[src/hdl/tksd_pkg.sv]
`default_nettype none

package tksd_pkg;

  localparam int MaxSeqBytes = 30;
  localparam int NumWidth    = 16;

  localparam int KeyWidth  = 21;
  localparam int CoordWidth = 17;

  typedef enum logic [2:0] {
    MODE_IDLE,
    MODE_ESC,
    MODE_CSI,
    MODE_SS3,
    MODE_UTF8
  } parse_mode_t;

  localparam logic [1:0] EV_CHAR   = 2'd0;
  localparam logic [1:0] EV_SPEC   = 2'd1;
  localparam logic [1:0] EV_MOUSE  = 2'd2;
  localparam logic [1:0] EV_RESIZE = 2'd3;

  localparam logic [4:0] K_UP    = 5'd0;
  localparam logic [4:0] K_DOWN  = 5'd1;
  localparam logic [4:0] K_RIGHT = 5'd2;
  localparam logic [4:0] K_LEFT  = 5'd3;
  localparam logic [4:0] K_HOME  = 5'd4;
  localparam logic [4:0] K_END   = 5'd5;
  localparam logic [4:0] K_INS   = 5'd6;
  localparam logic [4:0] K_DEL   = 5'd7;
  localparam logic [4:0] K_PGUP  = 5'd8;
  localparam logic [4:0] K_PGDN  = 5'd9;
  localparam logic [4:0] K_ESC   = 5'd10;
  localparam logic [4:0] K_ENTER = 5'd11;
  localparam logic [4:0] K_TAB   = 5'd12;
  localparam logic [4:0] K_BKSP  = 5'd13;
  localparam logic [4:0] K_F1    = 5'd14;
  localparam logic [4:0] K_NONE  = 5'd31;

  localparam logic [2:0] M_SHIFT = 3'd1;
  localparam logic [2:0] M_ALT   = 3'd2;
  localparam logic [2:0] M_CTRL  = 3'd4;

  localparam logic [KeyWidth-1:0] ReplChar = 21'h00FFFD;

  typedef struct packed {
    logic [1:0]            event_type;
    logic [KeyWidth-1:0]   key_code;
    logic [2:0]            modifiers;
    logic [4:0]            mouse_buttons;
    logic [CoordWidth-1:0] mouse_column;
    logic [CoordWidth-1:0] mouse_row;
  } event_t;

  function automatic logic [4:0] tilde_key(input logic [4:0] n);
    logic [4:0] k;
    case (n)
      5'd1:    k = K_HOME;
      5'd2:    k = K_INS;
      5'd3:    k = K_DEL;
      5'd4:    k = K_END;
      5'd5:    k = K_PGUP;
      5'd6:    k = K_PGDN;
      5'd11:   k = K_F1;
      5'd12:   k = K_F1 + 5'd1;
      5'd13:   k = K_F1 + 5'd2;
      5'd14:   k = K_F1 + 5'd3;
      5'd15:   k = K_F1 + 5'd4;
      5'd17:   k = K_F1 + 5'd5;
      5'd18:   k = K_F1 + 5'd6;
      5'd19:   k = K_F1 + 5'd7;
      5'd20:   k = K_F1 + 5'd8;
      5'd21:   k = K_F1 + 5'd9;
      5'd23:   k = K_F1 + 5'd10;
      5'd24:   k = K_F1 + 5'd11;
      default: k = K_NONE;
    endcase
    return k;
  endfunction

endpackage

`default_nettype wire

[src/hdl/terminal_key_sequence_decoder.sv]
// Flow: an item that is accepted is held in the input register, then decoded into
// the result register once the output can advance; its event is offered from there.
// Throughput: one item per cycle while m_axis_tready does not stall the output, set
// by the single decode stage between the input and result registers; items that give no event leave no output.
// Reset: rst (synchronous) clears both valid flags and returns the parser to idle.
`default_nettype none

module terminal_key_sequence_decoder #(
  parameter int MAX_SEQ_BYTES = tksd_pkg::MaxSeqBytes,
  parameter int NUM_WIDTH     = tksd_pkg::NumWidth
) (
  input  wire logic        clk,
  input  wire logic        rst,
  input  wire logic        s_axis_tvalid,
  output logic             s_axis_tready,
  input  wire logic [7:0]  s_axis_tdata,   // byte_value
  input  wire logic [0:0]  s_axis_tuser,   // kind
  output logic             m_axis_tvalid,
  input  wire logic        m_axis_tready,
  // key_code[20:0], modifiers[23:21], mouse_buttons[28:24],
  // mouse_column[45:29], mouse_row[62:46], zero[63]
  output logic [63:0]      m_axis_tdata,
  output logic [1:0]       m_axis_tuser    // event_type
);
  import tksd_pkg::*;

  logic       in_valid;
  logic       in_kind;
  logic [7:0] in_byte;
  logic       out_valid;
  event_t     out_event;
  logic       advance;
  logic       step;
  logic       ev_valid;
  event_t     ev;

  assign advance       = !out_valid || m_axis_tready;
  assign step          = in_valid && advance;
  assign s_axis_tready = !in_valid || advance;

  always_ff @(posedge clk) begin
    if (rst) begin
      in_valid <= 1'b0;
    end else if (s_axis_tvalid && s_axis_tready) begin
      in_valid <= 1'b1;
    end else if (step) begin
      in_valid <= 1'b0;
    end
  end

  always_ff @(posedge clk) begin
    if (s_axis_tvalid && s_axis_tready) begin
      in_kind <= s_axis_tuser[0];
      in_byte <= s_axis_tdata;
    end
  end

  tksd_parser #(
    .MAX_SEQ_BYTES(MAX_SEQ_BYTES),
    .NUM_WIDTH    (NUM_WIDTH)
  ) u_parser (
    .clk       (clk),
    .rst       (rst),
    .step      (step),
    .kind      (in_kind),
    .byte_value(in_byte),
    .ev_valid  (ev_valid),
    .ev        (ev)
  );

  always_ff @(posedge clk) begin
    if (rst) begin
      out_valid <= 1'b0;
    end else if (advance) begin
      out_valid <= step && ev_valid;
    end
  end

  always_ff @(posedge clk) begin
    if (step && ev_valid) begin
      out_event <= ev;
    end
  end

  assign m_axis_tvalid = out_valid;
  assign m_axis_tuser  = out_event.event_type;
  assign m_axis_tdata  = {1'b0, out_event.mouse_row, out_event.mouse_column,
                          out_event.mouse_buttons, out_event.modifiers,
                          out_event.key_code};

endmodule

`default_nettype wire

[src/hdl/tksd_parser.sv]
`default_nettype none

module tksd_parser #(
  parameter int MAX_SEQ_BYTES = tksd_pkg::MaxSeqBytes,
  parameter int NUM_WIDTH     = tksd_pkg::NumWidth
) (
  input  wire logic            clk,
  input  wire logic            rst,
  input  wire logic            step,
  input  wire logic            kind,
  input  wire logic [7:0]      byte_value,
  output logic                 ev_valid,
  output tksd_pkg::event_t     ev
);
  import tksd_pkg::*;

  localparam int SeqWidth = $clog2(MAX_SEQ_BYTES + 1);
  localparam int ProdWidth = NUM_WIDTH + 4;
  localparam logic [NUM_WIDTH-1:0] MaxVal = {NUM_WIDTH{1'b1}};

  parse_mode_t              mode, mode_next;
  logic [SeqWidth-1:0]      seq_len, seq_len_next;
  logic                     mouse_flag, mouse_flag_next;
  logic [1:0]               param_index, param_index_next;
  logic                     digit_seen, digit_seen_next;
  logic                     param_failed, param_failed_next;
  logic [NUM_WIDTH-1:0]     param_values [3];
  logic [NUM_WIDTH-1:0]     param_values_next [3];
  logic [1:0]               utf8_remaining, utf8_remaining_next;
  logic [1:0]               utf8_len, utf8_len_next;
  logic [KeyWidth-1:0]      utf8_acc, utf8_acc_next;

  logic [SeqWidth-1:0]      seq_inc;
  logic [NUM_WIDTH-1:0]     cur_val;
  logic [ProdWidth-1:0]     prod;
  logic [NUM_WIDTH-1:0]     digit_val;
  logic [KeyWidth-1:0]      acc_shift;
  logic                     utf8_ok;
  logic [4:0]               tilde_code;
  logic [4:0]               mouse_btns;

  assign seq_inc = seq_len + SeqWidth'(1);

  always_comb begin
    case (param_index)
      2'd0:    cur_val = param_values[0];
      2'd1:    cur_val = param_values[1];
      default: cur_val = param_values[2];
    endcase
  end

  assign prod = ({4'b0, cur_val} << 3) + ({4'b0, cur_val} << 1)
              + ProdWidth'(byte_value[3:0]);
  assign digit_val = (prod > ProdWidth'(MaxVal)) ? MaxVal : prod[NUM_WIDTH-1:0];

  assign acc_shift = {utf8_acc[KeyWidth-7:0], byte_value[5:0]};

  always_comb begin
    case (utf8_len)
      2'd0:    utf8_ok = acc_shift >= KeyWidth'(32'h80);
      2'd1:    utf8_ok = acc_shift >= KeyWidth'(32'h800)
                         && (acc_shift < KeyWidth'(32'hD800) || acc_shift > KeyWidth'(32'hDFFF));
      default: utf8_ok = acc_shift >= KeyWidth'(32'h10000)
                         && acc_shift <= KeyWidth'(32'h10FFFF);
    endcase
  end

  assign tilde_code = (param_values[0] < NUM_WIDTH'(25)) ? tilde_key(param_values[0][4:0])
                                                         : K_NONE;

  always_comb begin
    case (param_values[0][1:0])
      2'd0:    mouse_btns = 5'd1;
      2'd1:    mouse_btns = 5'd2;
      2'd2:    mouse_btns = 5'd4;
      default: mouse_btns = 5'd0;
    endcase
    if (param_values[0][6]) begin
      mouse_btns = param_values[0][0] ? 5'd16 : 5'd8;
    end
  end

  always_comb begin
    mode_next           = mode;
    seq_len_next        = seq_len;
    mouse_flag_next     = mouse_flag;
    param_index_next    = param_index;
    digit_seen_next     = digit_seen;
    param_failed_next   = param_failed;
    param_values_next   = param_values;
    utf8_remaining_next = utf8_remaining;
    utf8_len_next       = utf8_len;
    utf8_acc_next       = utf8_acc;
    ev_valid            = 1'b0;
    ev                  = '0;
    if (kind) begin
      case (mode)
        MODE_ESC: begin
          mode_next   = MODE_IDLE;
          ev_valid    = 1'b1;
          ev.event_type = EV_SPEC;
          ev.key_code = KeyWidth'(K_ESC);
        end
        MODE_CSI, MODE_SS3: mode_next = MODE_IDLE;
        default: ;
      endcase
    end else begin
      case (mode)
        MODE_ESC: begin
          if (byte_value == 8'h5B) begin
            mode_next         = MODE_CSI;
            seq_len_next      = '0;
            mouse_flag_next   = 1'b0;
            param_index_next  = 2'd0;
            digit_seen_next   = 1'b0;
            param_failed_next = 1'b0;
            param_values_next = '{default: '0};
          end else if (byte_value == 8'h4F) begin
            mode_next = MODE_SS3;
          end else begin
            mode_next     = MODE_IDLE;
            ev_valid      = 1'b1;
            ev.event_type = EV_CHAR;
            ev.key_code   = KeyWidth'(byte_value);
            ev.modifiers  = M_ALT;
          end
        end
        MODE_CSI: begin
          seq_len_next = seq_inc;
          if (byte_value inside {[8'h40:8'h7E]}) begin
            mode_next = MODE_IDLE;
            if (mouse_flag) begin
              if (!param_failed && param_index == 2'd2 && digit_seen) begin
                ev_valid         = 1'b1;
                ev.event_type    = EV_MOUSE;
                ev.mouse_buttons = mouse_btns;
                ev.modifiers     = {param_values[0][4], param_values[0][3],
                                    param_values[0][2]};
                ev.mouse_column  = CoordWidth'(param_values[1]) - CoordWidth'(1);
                ev.mouse_row     = CoordWidth'(param_values[2]) - CoordWidth'(1);
              end
            end else if (seq_inc == SeqWidth'(1)) begin
              ev.event_type = EV_SPEC;
              ev_valid      = 1'b1;
              case (byte_value)
                8'h41:   ev.key_code = KeyWidth'(K_UP);
                8'h42:   ev.key_code = KeyWidth'(K_DOWN);
                8'h43:   ev.key_code = KeyWidth'(K_RIGHT);
                8'h44:   ev.key_code = KeyWidth'(K_LEFT);
                8'h48:   ev.key_code = KeyWidth'(K_HOME);
                8'h46:   ev.key_code = KeyWidth'(K_END);
                default: ev_valid = 1'b0;
              endcase
            end else if (byte_value == 8'h7E && !param_failed && tilde_code != K_NONE) begin
              ev_valid      = 1'b1;
              ev.event_type = EV_SPEC;
              ev.key_code   = KeyWidth'(tilde_code);
            end
          end else begin
            if (byte_value == 8'h3C && seq_inc == SeqWidth'(1)) begin
              mouse_flag_next = 1'b1;
            end else if (byte_value inside {[8'h30:8'h39]}) begin
              case (param_index)
                2'd0:    param_values_next[0] = digit_val;
                2'd1:    param_values_next[1] = digit_val;
                default: param_values_next[2] = digit_val;
              endcase
              digit_seen_next = 1'b1;
            end else if (byte_value == 8'h3B) begin
              if (param_index >= 2'd2 || (mouse_flag && !digit_seen)) begin
                param_failed_next = 1'b1;
              end else begin
                param_index_next = param_index + 2'd1;
                digit_seen_next  = 1'b0;
              end
            end else begin
              param_failed_next = 1'b1;
            end
            if (seq_inc >= SeqWidth'(MAX_SEQ_BYTES)) begin
              mode_next = MODE_IDLE;
            end
          end
        end
        MODE_SS3: begin
          mode_next     = MODE_IDLE;
          ev_valid      = 1'b1;
          ev.event_type = EV_SPEC;
          case (byte_value)
            8'h50:   ev.key_code = KeyWidth'(K_F1);
            8'h51:   ev.key_code = KeyWidth'(K_F1 + 5'd1);
            8'h52:   ev.key_code = KeyWidth'(K_F1 + 5'd2);
            8'h53:   ev.key_code = KeyWidth'(K_F1 + 5'd3);
            8'h48:   ev.key_code = KeyWidth'(K_HOME);
            8'h46:   ev.key_code = KeyWidth'(K_END);
            default: ev.key_code = KeyWidth'(K_ESC);
          endcase
        end
        MODE_UTF8: begin
          ev.event_type = EV_CHAR;
          if (byte_value[7:6] != 2'b10) begin
            mode_next           = MODE_IDLE;
            utf8_remaining_next = 2'd0;
            ev_valid            = 1'b1;
            ev.key_code         = ReplChar;
          end else begin
            utf8_acc_next       = acc_shift;
            utf8_remaining_next = utf8_remaining - 2'd1;
            if (utf8_remaining == 2'd1) begin
              mode_next   = MODE_IDLE;
              ev_valid    = 1'b1;
              ev.key_code = utf8_ok ? acc_shift : ReplChar;
            end
          end
        end
        default: begin
          mode_next     = MODE_IDLE;
          ev_valid      = 1'b1;
          ev.event_type = EV_CHAR;
          if (byte_value == 8'hFF) begin
            ev.event_type = EV_RESIZE;
          end else if (byte_value == 8'h1B) begin
            mode_next = MODE_ESC;
            ev_valid  = 1'b0;
          end else if (byte_value == 8'h0D || byte_value == 8'h0A) begin
            ev.event_type = EV_SPEC;
            ev.key_code   = KeyWidth'(K_ENTER);
          end else if (byte_value == 8'h09) begin
            ev.event_type = EV_SPEC;
            ev.key_code   = KeyWidth'(K_TAB);
          end else if (byte_value == 8'h7F) begin
            ev.event_type = EV_SPEC;
            ev.key_code   = KeyWidth'(K_BKSP);
          end else if (byte_value inside {[8'h01:8'h1A]}) begin
            ev.key_code  = KeyWidth'(byte_value + 8'h60);
            ev.modifiers = M_CTRL;
          end else if (!byte_value[7]) begin
            ev.key_code = KeyWidth'(byte_value);
          end else if (byte_value inside {[8'hC2:8'hDF]}) begin
            mode_next           = MODE_UTF8;
            ev_valid            = 1'b0;
            utf8_remaining_next = 2'd1;
            utf8_len_next       = 2'd0;
            utf8_acc_next       = KeyWidth'(byte_value[4:0]);
          end else if (byte_value inside {[8'hE0:8'hEF]}) begin
            mode_next           = MODE_UTF8;
            ev_valid            = 1'b0;
            utf8_remaining_next = 2'd2;
            utf8_len_next       = 2'd1;
            utf8_acc_next       = KeyWidth'(byte_value[3:0]);
          end else if (byte_value inside {[8'hF0:8'hF4]}) begin
            mode_next           = MODE_UTF8;
            ev_valid            = 1'b0;
            utf8_remaining_next = 2'd3;
            utf8_len_next       = 2'd2;
            utf8_acc_next       = KeyWidth'(byte_value[2:0]);
          end else begin
            ev.key_code = ReplChar;
          end
        end
      endcase
    end
  end

  always_ff @(posedge clk) begin
    if (rst) begin
      mode           <= MODE_IDLE;
      seq_len        <= '0;
      mouse_flag     <= 1'b0;
      param_index    <= 2'd0;
      digit_seen     <= 1'b0;
      param_failed   <= 1'b0;
      param_values   <= '{default: '0};
      utf8_remaining <= 2'd0;
      utf8_len       <= 2'd0;
      utf8_acc       <= '0;
    end else if (step) begin
      mode           <= mode_next;
      seq_len        <= seq_len_next;
      mouse_flag     <= mouse_flag_next;
      param_index    <= param_index_next;
      digit_seen     <= digit_seen_next;
      param_failed   <= param_failed_next;
      param_values   <= param_values_next;
      utf8_remaining <= utf8_remaining_next;
      utf8_len       <= utf8_len_next;
      utf8_acc       <= utf8_acc_next;
    end
  end

endmodule

`default_nettype wire
[config.mk]
export PLATFORM = sky130hd
export DESIGN_NAME = terminal_key_sequence_decoder
export DESIGN_NICKNAME = d
export VERILOG_FILES = /design/src/hdl/tksd_pkg.sv /design/src/hdl/terminal_key_sequence_decoder.sv /design/src/hdl/tksd_parser.sv
export SDC_FILE = /design/constraint.sdc
export NUM_CORES = 1
export LEC_CHECK = 0
export BUFFER_PORTS_ARGS = -buffer_cell sky130_fd_sc_hd__buf_2
export CAP_MARGIN = 25
export CORE_MARGIN = 3
export CORE_UTILIZATION = 43
export DETAILED_ROUTE_END_ITERATION = 12
export GPL_TIMING_DRIVEN = 0
export PLACE_DENSITY = 0.59
export SLEW_MARGIN = 40
export SYNTH_ARGS = -nofsm -noshare
export SYNTH_HDL_FRONTEND = slang
export SYNTH_SLANG_ARGS = --single-unit
[constraint.sdc]
create_clock -name clk -period 13.5 [get_ports clk]
set_clock_uncertainty 0.2 [all_clocks]
set_input_delay 2.7 -clock clk [delete_from_list [all_inputs] [get_ports clk]]
set_output_delay 2.7 -clock clk [all_outputs]
set_load 0.03 [all_outputs]
After elaboration in Yosys (flattened, before gate mapping)

Memories as Yosys holds them, arrays and structs flattened. A register that Yosys moved wholly into a read port is not among the register bits.
Index checks and enable logic that the tools add are counted.

$add $sub $neg: 8
Multiply operators: 0
Divide/modulo/power cells: 0
Order comparisons: 22
Equality and inequality tests: 58
Shift-type cells: 0
Multiplexer cells: 148
Bitwise logic cells: 13
Reduce and logical (&&, ||, !) cells: 52

Operators with widths:

| kind                                                                   | count |
|---|---|
| 48-bit two-way mux                                                     | 4 |
| 21-bit two-way mux                                                     | 9 |
| 15-bit two-way mux                                                     | 11 |
| 8-bit by 7-bit equality test with 1-bit output (second input constant) | 14 |
| 48-bit one-hot mux with 2 select lines                                 | 1 |
| 23-bit one-hot mux with 4 select lines                                 | 1 |
| 42-bit two-way mux                                                     | 2 |
| 16-bit two-way mux                                                     | 5 |
| 23-bit two-way mux                                                     | 3 |
| 22-bit two-way mux                                                     | 3 |
| 65-bit two-way mux                                                     | 1 |
| 3-bit two-way mux                                                      | 21 |
| 26-bit two-way mux                                                     | 2 |
| 2-bit two-way mux                                                      | 24 |
| 8-bit AND reduction                                                    | 5 |
| 1-bit two-way mux                                                      | 38 |
| 16-bit by 1-bit subtractor with 17-bit output (second input constant)  | 2 |
| 2-bit != test (second input constant)                                  | 16 |
| 16-bit one-hot mux with 2 select lines                                 | 1 |
| 5-bit two-way mux                                                      | 6 |
| 15-bit one-hot mux with 2 select lines                                 | 1 |
| 5-bit one-hot mux with 6 select lines                                  | 1 |
| 8-bit by 4-bit equality test with 1-bit output (second input constant) | 3 |
| 8-bit >= comparator (second input constant)                            | 3 |
| other kinds (65)                                                       | 124 |

Register bits: 156
Latch bits: 0
RAM bits: 0
Memory bits (read-only): 160
Input port bits: 13
Output and inout port bits: 68
Logic and storage cells: 324
Memories kept: 1

Memory list:

| memory           | words | width | rd ports | clocked after Yosys merged registers in | write ports | RTL line       | source |
|---|---|---|---|---|---|---|---|
| (name not given) | 32    | 5     | 1        | 1                                       | 0           | tksd_pkg.sv:58 | `case (n)` |

Depth between registers and ports, before layout

Depth after elaboration: 15
Gate-level depth with buffers: 23
Depth with buffers taken out: 21

By module

A second synthesis with hierarchy kept.

Cell total of the unflattened synthesis: 1096
Area, all modules: 9461.6 um^2

Modules (own cells, without submodules):

| module                        | instances | cells an instance | area each (um^2) | seq. area each (um^2) |
|---|---|---|---|---|
| tksd_parser                   | 1         | 1009              | 7125.6           | 1701.6 |
| terminal_key_sequence_decoder | 1         | 87                | 2336.0           | 2262.2 |

Least setup slack after synthesis

OpenSTA, ideal clock, no wires.

Path type: input to register
From: input m_axis_tready
To: register out_event, in the netlist m_axis_tdata[0], enable pin
Library setup time: 511 ps
Data arrival time: 6108 ps
Data required time: 12789 ps
Slack: 6681 ps
Cell stages on the path: 3
Buffers on the path: 0
Path through: nand2b_1 nand2_1 a21oi_1

Cells in the longest elaborated chain, start to end: 3

RTL lines:

| element              | RTL line                            | source |
|---|---|---|
| start, declared      | terminal_key_sequence_decoder.sv:19 | `input wire logic m_axis_tready,` |
| 1-bit logical OR     | terminal_key_sequence_decoder.sv:37 | `assign advance = !out_valid \|\| m_axis_tready;` |
| 1-bit logical AND    | terminal_key_sequence_decoder.sv:38 | `assign step = in_valid && advance;` |
| 1-bit logical AND    | terminal_key_sequence_decoder.sv:80 | `if (step && ev_valid) begin` |
| end signal, assigned | terminal_key_sequence_decoder.sv:81 | `out_event <= ev;` |
| end, declared        | terminal_key_sequence_decoder.sv:31 | `event_t out_event;` |

Every way passes these cells.
A chain may end at the register's enable or synchronous reset.

==> results.txt <==
Worst-path fanout max: 10
Post-synthesis instance area: 9457 sq um
Peak supply drop: 0.00006188 V
Seq/Total Area, Yosys: 41.92%
WP depth: 22
Most common cell after layout, fill and taps aside: nor2_1
Sw frac: 23.70%
Clk_lat worst skew: 430 ps
Row cnt: 53
Post-CTS Resized: 0
Core outline area: 21290 sq um
DR WL/cell: 17.84 um
Pre-CTS setup slack: 7008 ps
Iter 0 DRT Violations: 664
EDFF count, synth: 74
Compound-gate portion of the synthesized area: 15.76%
Dpl cell area: 10280 sq um
ANT nets after route: 0
Proportion of synthesized area in mux cells: 5.716%
Total Routing Usage GR: 21.28%
Simple-Gate Fraction of Synth Area: 21.95%
Main flop type after synthesis: dfxtp_1
Reg2reg path depth: 22
Clk slew on worst S/H paths: 70 ps
Vias in the first global route: 7482
Worst-path cell chain: inv_1 -> ha_1 -> clkbuf_1 -> nor2_2 -> clkbuf_1 -> nand2_1 -> nand2_1 -> fa_1 -> fa_1 -> a21o_1 -> a221oi_2 -> nor3b_2 -> o211ai_1 -> a211oi_1 -> o2111a_1 -> o21ai_0 -> inv_1 -> ha_1 -> nand2b_1 -> mux2i_1 -> a2111oi_2 -> a311oi_1
#FFs+latches synth: 161
Via density: 5.636
Commonest non-fill, non-tap cells in the layout: nor2_1 (138), nand2_1 (110), buf_2 (87), dfxtp_1 (87), a21oi_1 (84)
First-pass GRT wire length: 40800 um
WP buf/inv: 4
GPL Wtd Cong: 0.9251
Syn. warnings: 0
Share of cells above drive strength 1: 12.90%
Grt met1 use: 31.95%
Postcts setup bufs: 0
Number of library cell types mapped by synthesis: 83
Top-area cell type share of the netlist area: 23.50%
Crit path max-delay family: compound AO/OA/AOI/OAI gates
Power Density: 95.52 nW/um^2
Chip height: 154.3 um
# diodes: 0
Crit Path Class: flip-flop to flip-flop
Crit path capture type: flip-flop
P_sw: 245.8 uW
Initial Util: 44.42%
Met2 Usage GRT: 31.18%
Post-synth top area cell: edfxtp_1
Hold Vio Cnt, Final: 0
Setup TNS: 0 ps
Root Buffer: clkbuf_16
Hold WS: 259.3 ps
Syn-to-layout area delta: 14.82%
Worst Path Required: 13590 ps
Hold WC Path Type: flip-flop to flip-flop
M3 GR Usage: 4.952%
Int Pwr: 791.4 uW
GR peak layer: met1
Fraction of power consumed by the clock network: 45.2%
Max Slew Vio Count: 0
Final core utilization: 51.01%
Placed Cells incl. Taps: 1398
Drt pass-1 iters: 5
Ys async rst share: 0%
Crit-path slowest cell: o21ai_0
# IOs: 81
Reg power frac: 49.8%
Comb power frac: 5.0%
Num Clock Sinks: 161
Reg2Reg Setup Slack: 6980 ps
Synth Area in XOR/XNOR: 4.075%
Gr ovfl total: 0
Final setup violation count: 0
Fin nets: 1206
Crit path DAT: 6600 ps
Synth top area cells: edfxtp_1 (23%), dfxtp_1 (18%), ha_1 (6.5%)
Max-Slew Margin vs Limit: 37.59%
Worst Setup Start Kind: flip-flop
Via count: 8059
Crit share post-route: 48.27%
Die Wd: 154.3 um
DP HPWL: 19580 um
CTS Buf Count: 17
Drt total wl: 25510 um
Cell Count, Final, Fillers Out: 1430
Status: completed
CTS tree: done
IO Port Bufs: 79
Setup slack after layout: 6984 ps
Clock Path Buffers: 2
F_max: 0.1535 GHz
RSZ-0062 raised after global routing: no
Worst-Margin Slew: 912.5 ps
# hold bufs at CTS: 0
Die area: 23810 sq um
Cells after Synth: 1040
H-tree depth: 4
Minimum clock period after layout: 6516 ps
Largest net degree at the start of global routing: 18
Drt drc: 0
Max incr delay on CP: 600 ps
Design area: 10860 sq um
Max-cap violations: 0
Antenna violations before repair: 0
Post-synth net total: 1104
Hold Crit Depth: 2
Syn Area/Cell: 9.093 sq um
Synthesized-area fraction occupied by adder cells: 6.907%
Pwr Total: 1.037 mW
Largest family of logic cells by synthesized area: simple AND/OR/NAND/NOR gates
Static Leak: 4.427 nW
## final cells by class
| cell class | instances | area, sq um |
|---|---|---|
| Sequential cell | 161 | 3964 |
| Fill cell | 2030 | 10430 |
| Tap cell | 275 | 344.1 |
| Clock buffer | 19 | 442.9 |
| Inverter | 23 | 86.33 |
| Multi-Input combinational cell | 796 | 5166 |
| Timing Repair Buffer | 83 | 467.9 |
| Buffer | 60 | 257.7 |
| Clock inverter | 13 | 128.9 |
## synth_stat cells (all sizes together) (5+ instances only)
master / count
a21oi: 86
o221ai: 5
nand3b: 5
nor3: 19
ha: 49
o21ai: 33
nor2b: 8
nand2: 110
a31oi: 8
clkbuf: 44
buf: 16
a211oi: 8
a21boi: 5
and2: 15
inv: 23
edfxtp: 74
nand3: 27
a22oi: 21
mux2i: 54
a41oi: 5
or2: 6
nor4: 19
xor2: 22
nand4: 8
o211ai: 6
xnor2: 22
dfxtp: 87
nor2: 139
a21o: 5
or3: 13
and3: 9
nor3b: 17
nand2b: 11
## worst reg2reg max path: cells and delay by family (launching register included)
kind / cells / cell delay, ps
compound gates: 8 / 2380
fa+ha+maj: 4 / 1560
buf+inv: 4 / 930
simple gates: 5 / 850
flops: 1 / 380
mux: 1 / 70
## kinds of logic (layout without fill, tap and decap cells)
family	count (synthesis)	count (layout)
other cells	1	1
compound gates	224	224
flops	161	161
simple gates	422	422
xor+xnor	44	44
fa+ha+maj	51	51
buf+inv	83	198
mux	54	54
## power by group through the flow
stage,clock network [mW],registers [mW],logic [mW]
6_report,0.469,0.517,0.0514
5_1_grt,0.502,0.517,0.0561
4_1_cts,0.477,0.517,0.0509
3_5_place_dp,0,0.528,0.0507
3_3_place_gp,0,0.529,0.0481
2_1_floorplan,0,0.532,0.0287
## path summary, 6_finish.rpt
check | from | to
hold / removal | u_parser.utf8_len[1]$_SDFFE_PP0P_ | u_parser.utf8_len[1]$_SDFFE_PP0P_
setup / recovery | u_parser.param_index[1]$_SDFFE_PP0P_ | flip-flop
hold reg to reg | u_parser.utf8_len[1]$_SDFFE_PP0P_ | u_parser.utf8_len[1]$_SDFFE_PP0P_
setup reg to reg | u_parser.param_index[1]$_SDFFE_PP0P_ | flip-flop
## sequential cells by signal, indices dropped and copies added (netlist names), named ones only
| name | count |
|---|---|
| m_axis_tdata | 63 |
| in_valid | 1 |
| u_parser.utf8_remaining | 2 |
| m_axis_tuser | 2 |
| u_parser.seq_len | 5 |
| u_parser.digit_seen | 1 |
| in_kind | 1 |
| u_parser.param_values | 48 |
| u_parser.param_failed | 1 |
| m_axis_tvalid | 1 |
| u_parser.mouse_flag | 1 |
| u_parser.utf8_acc | 15 |
| u_parser.utf8_len | 2 |
| u_parser.mode | 3 |
| in_byte | 8 |
| u_parser.param_index | 2 |
## routing by layer
metal  wire [um]  vias to the layer above  share of wire, %
met1       12460                     3784                49
met3        1943                       23               7.6
li1            -                     3994                 -
met2       10790                      258                42
met4         321                        0               1.3
met5           0                        -                 0
Note: power is estimated with default switching activity, not from simulation.
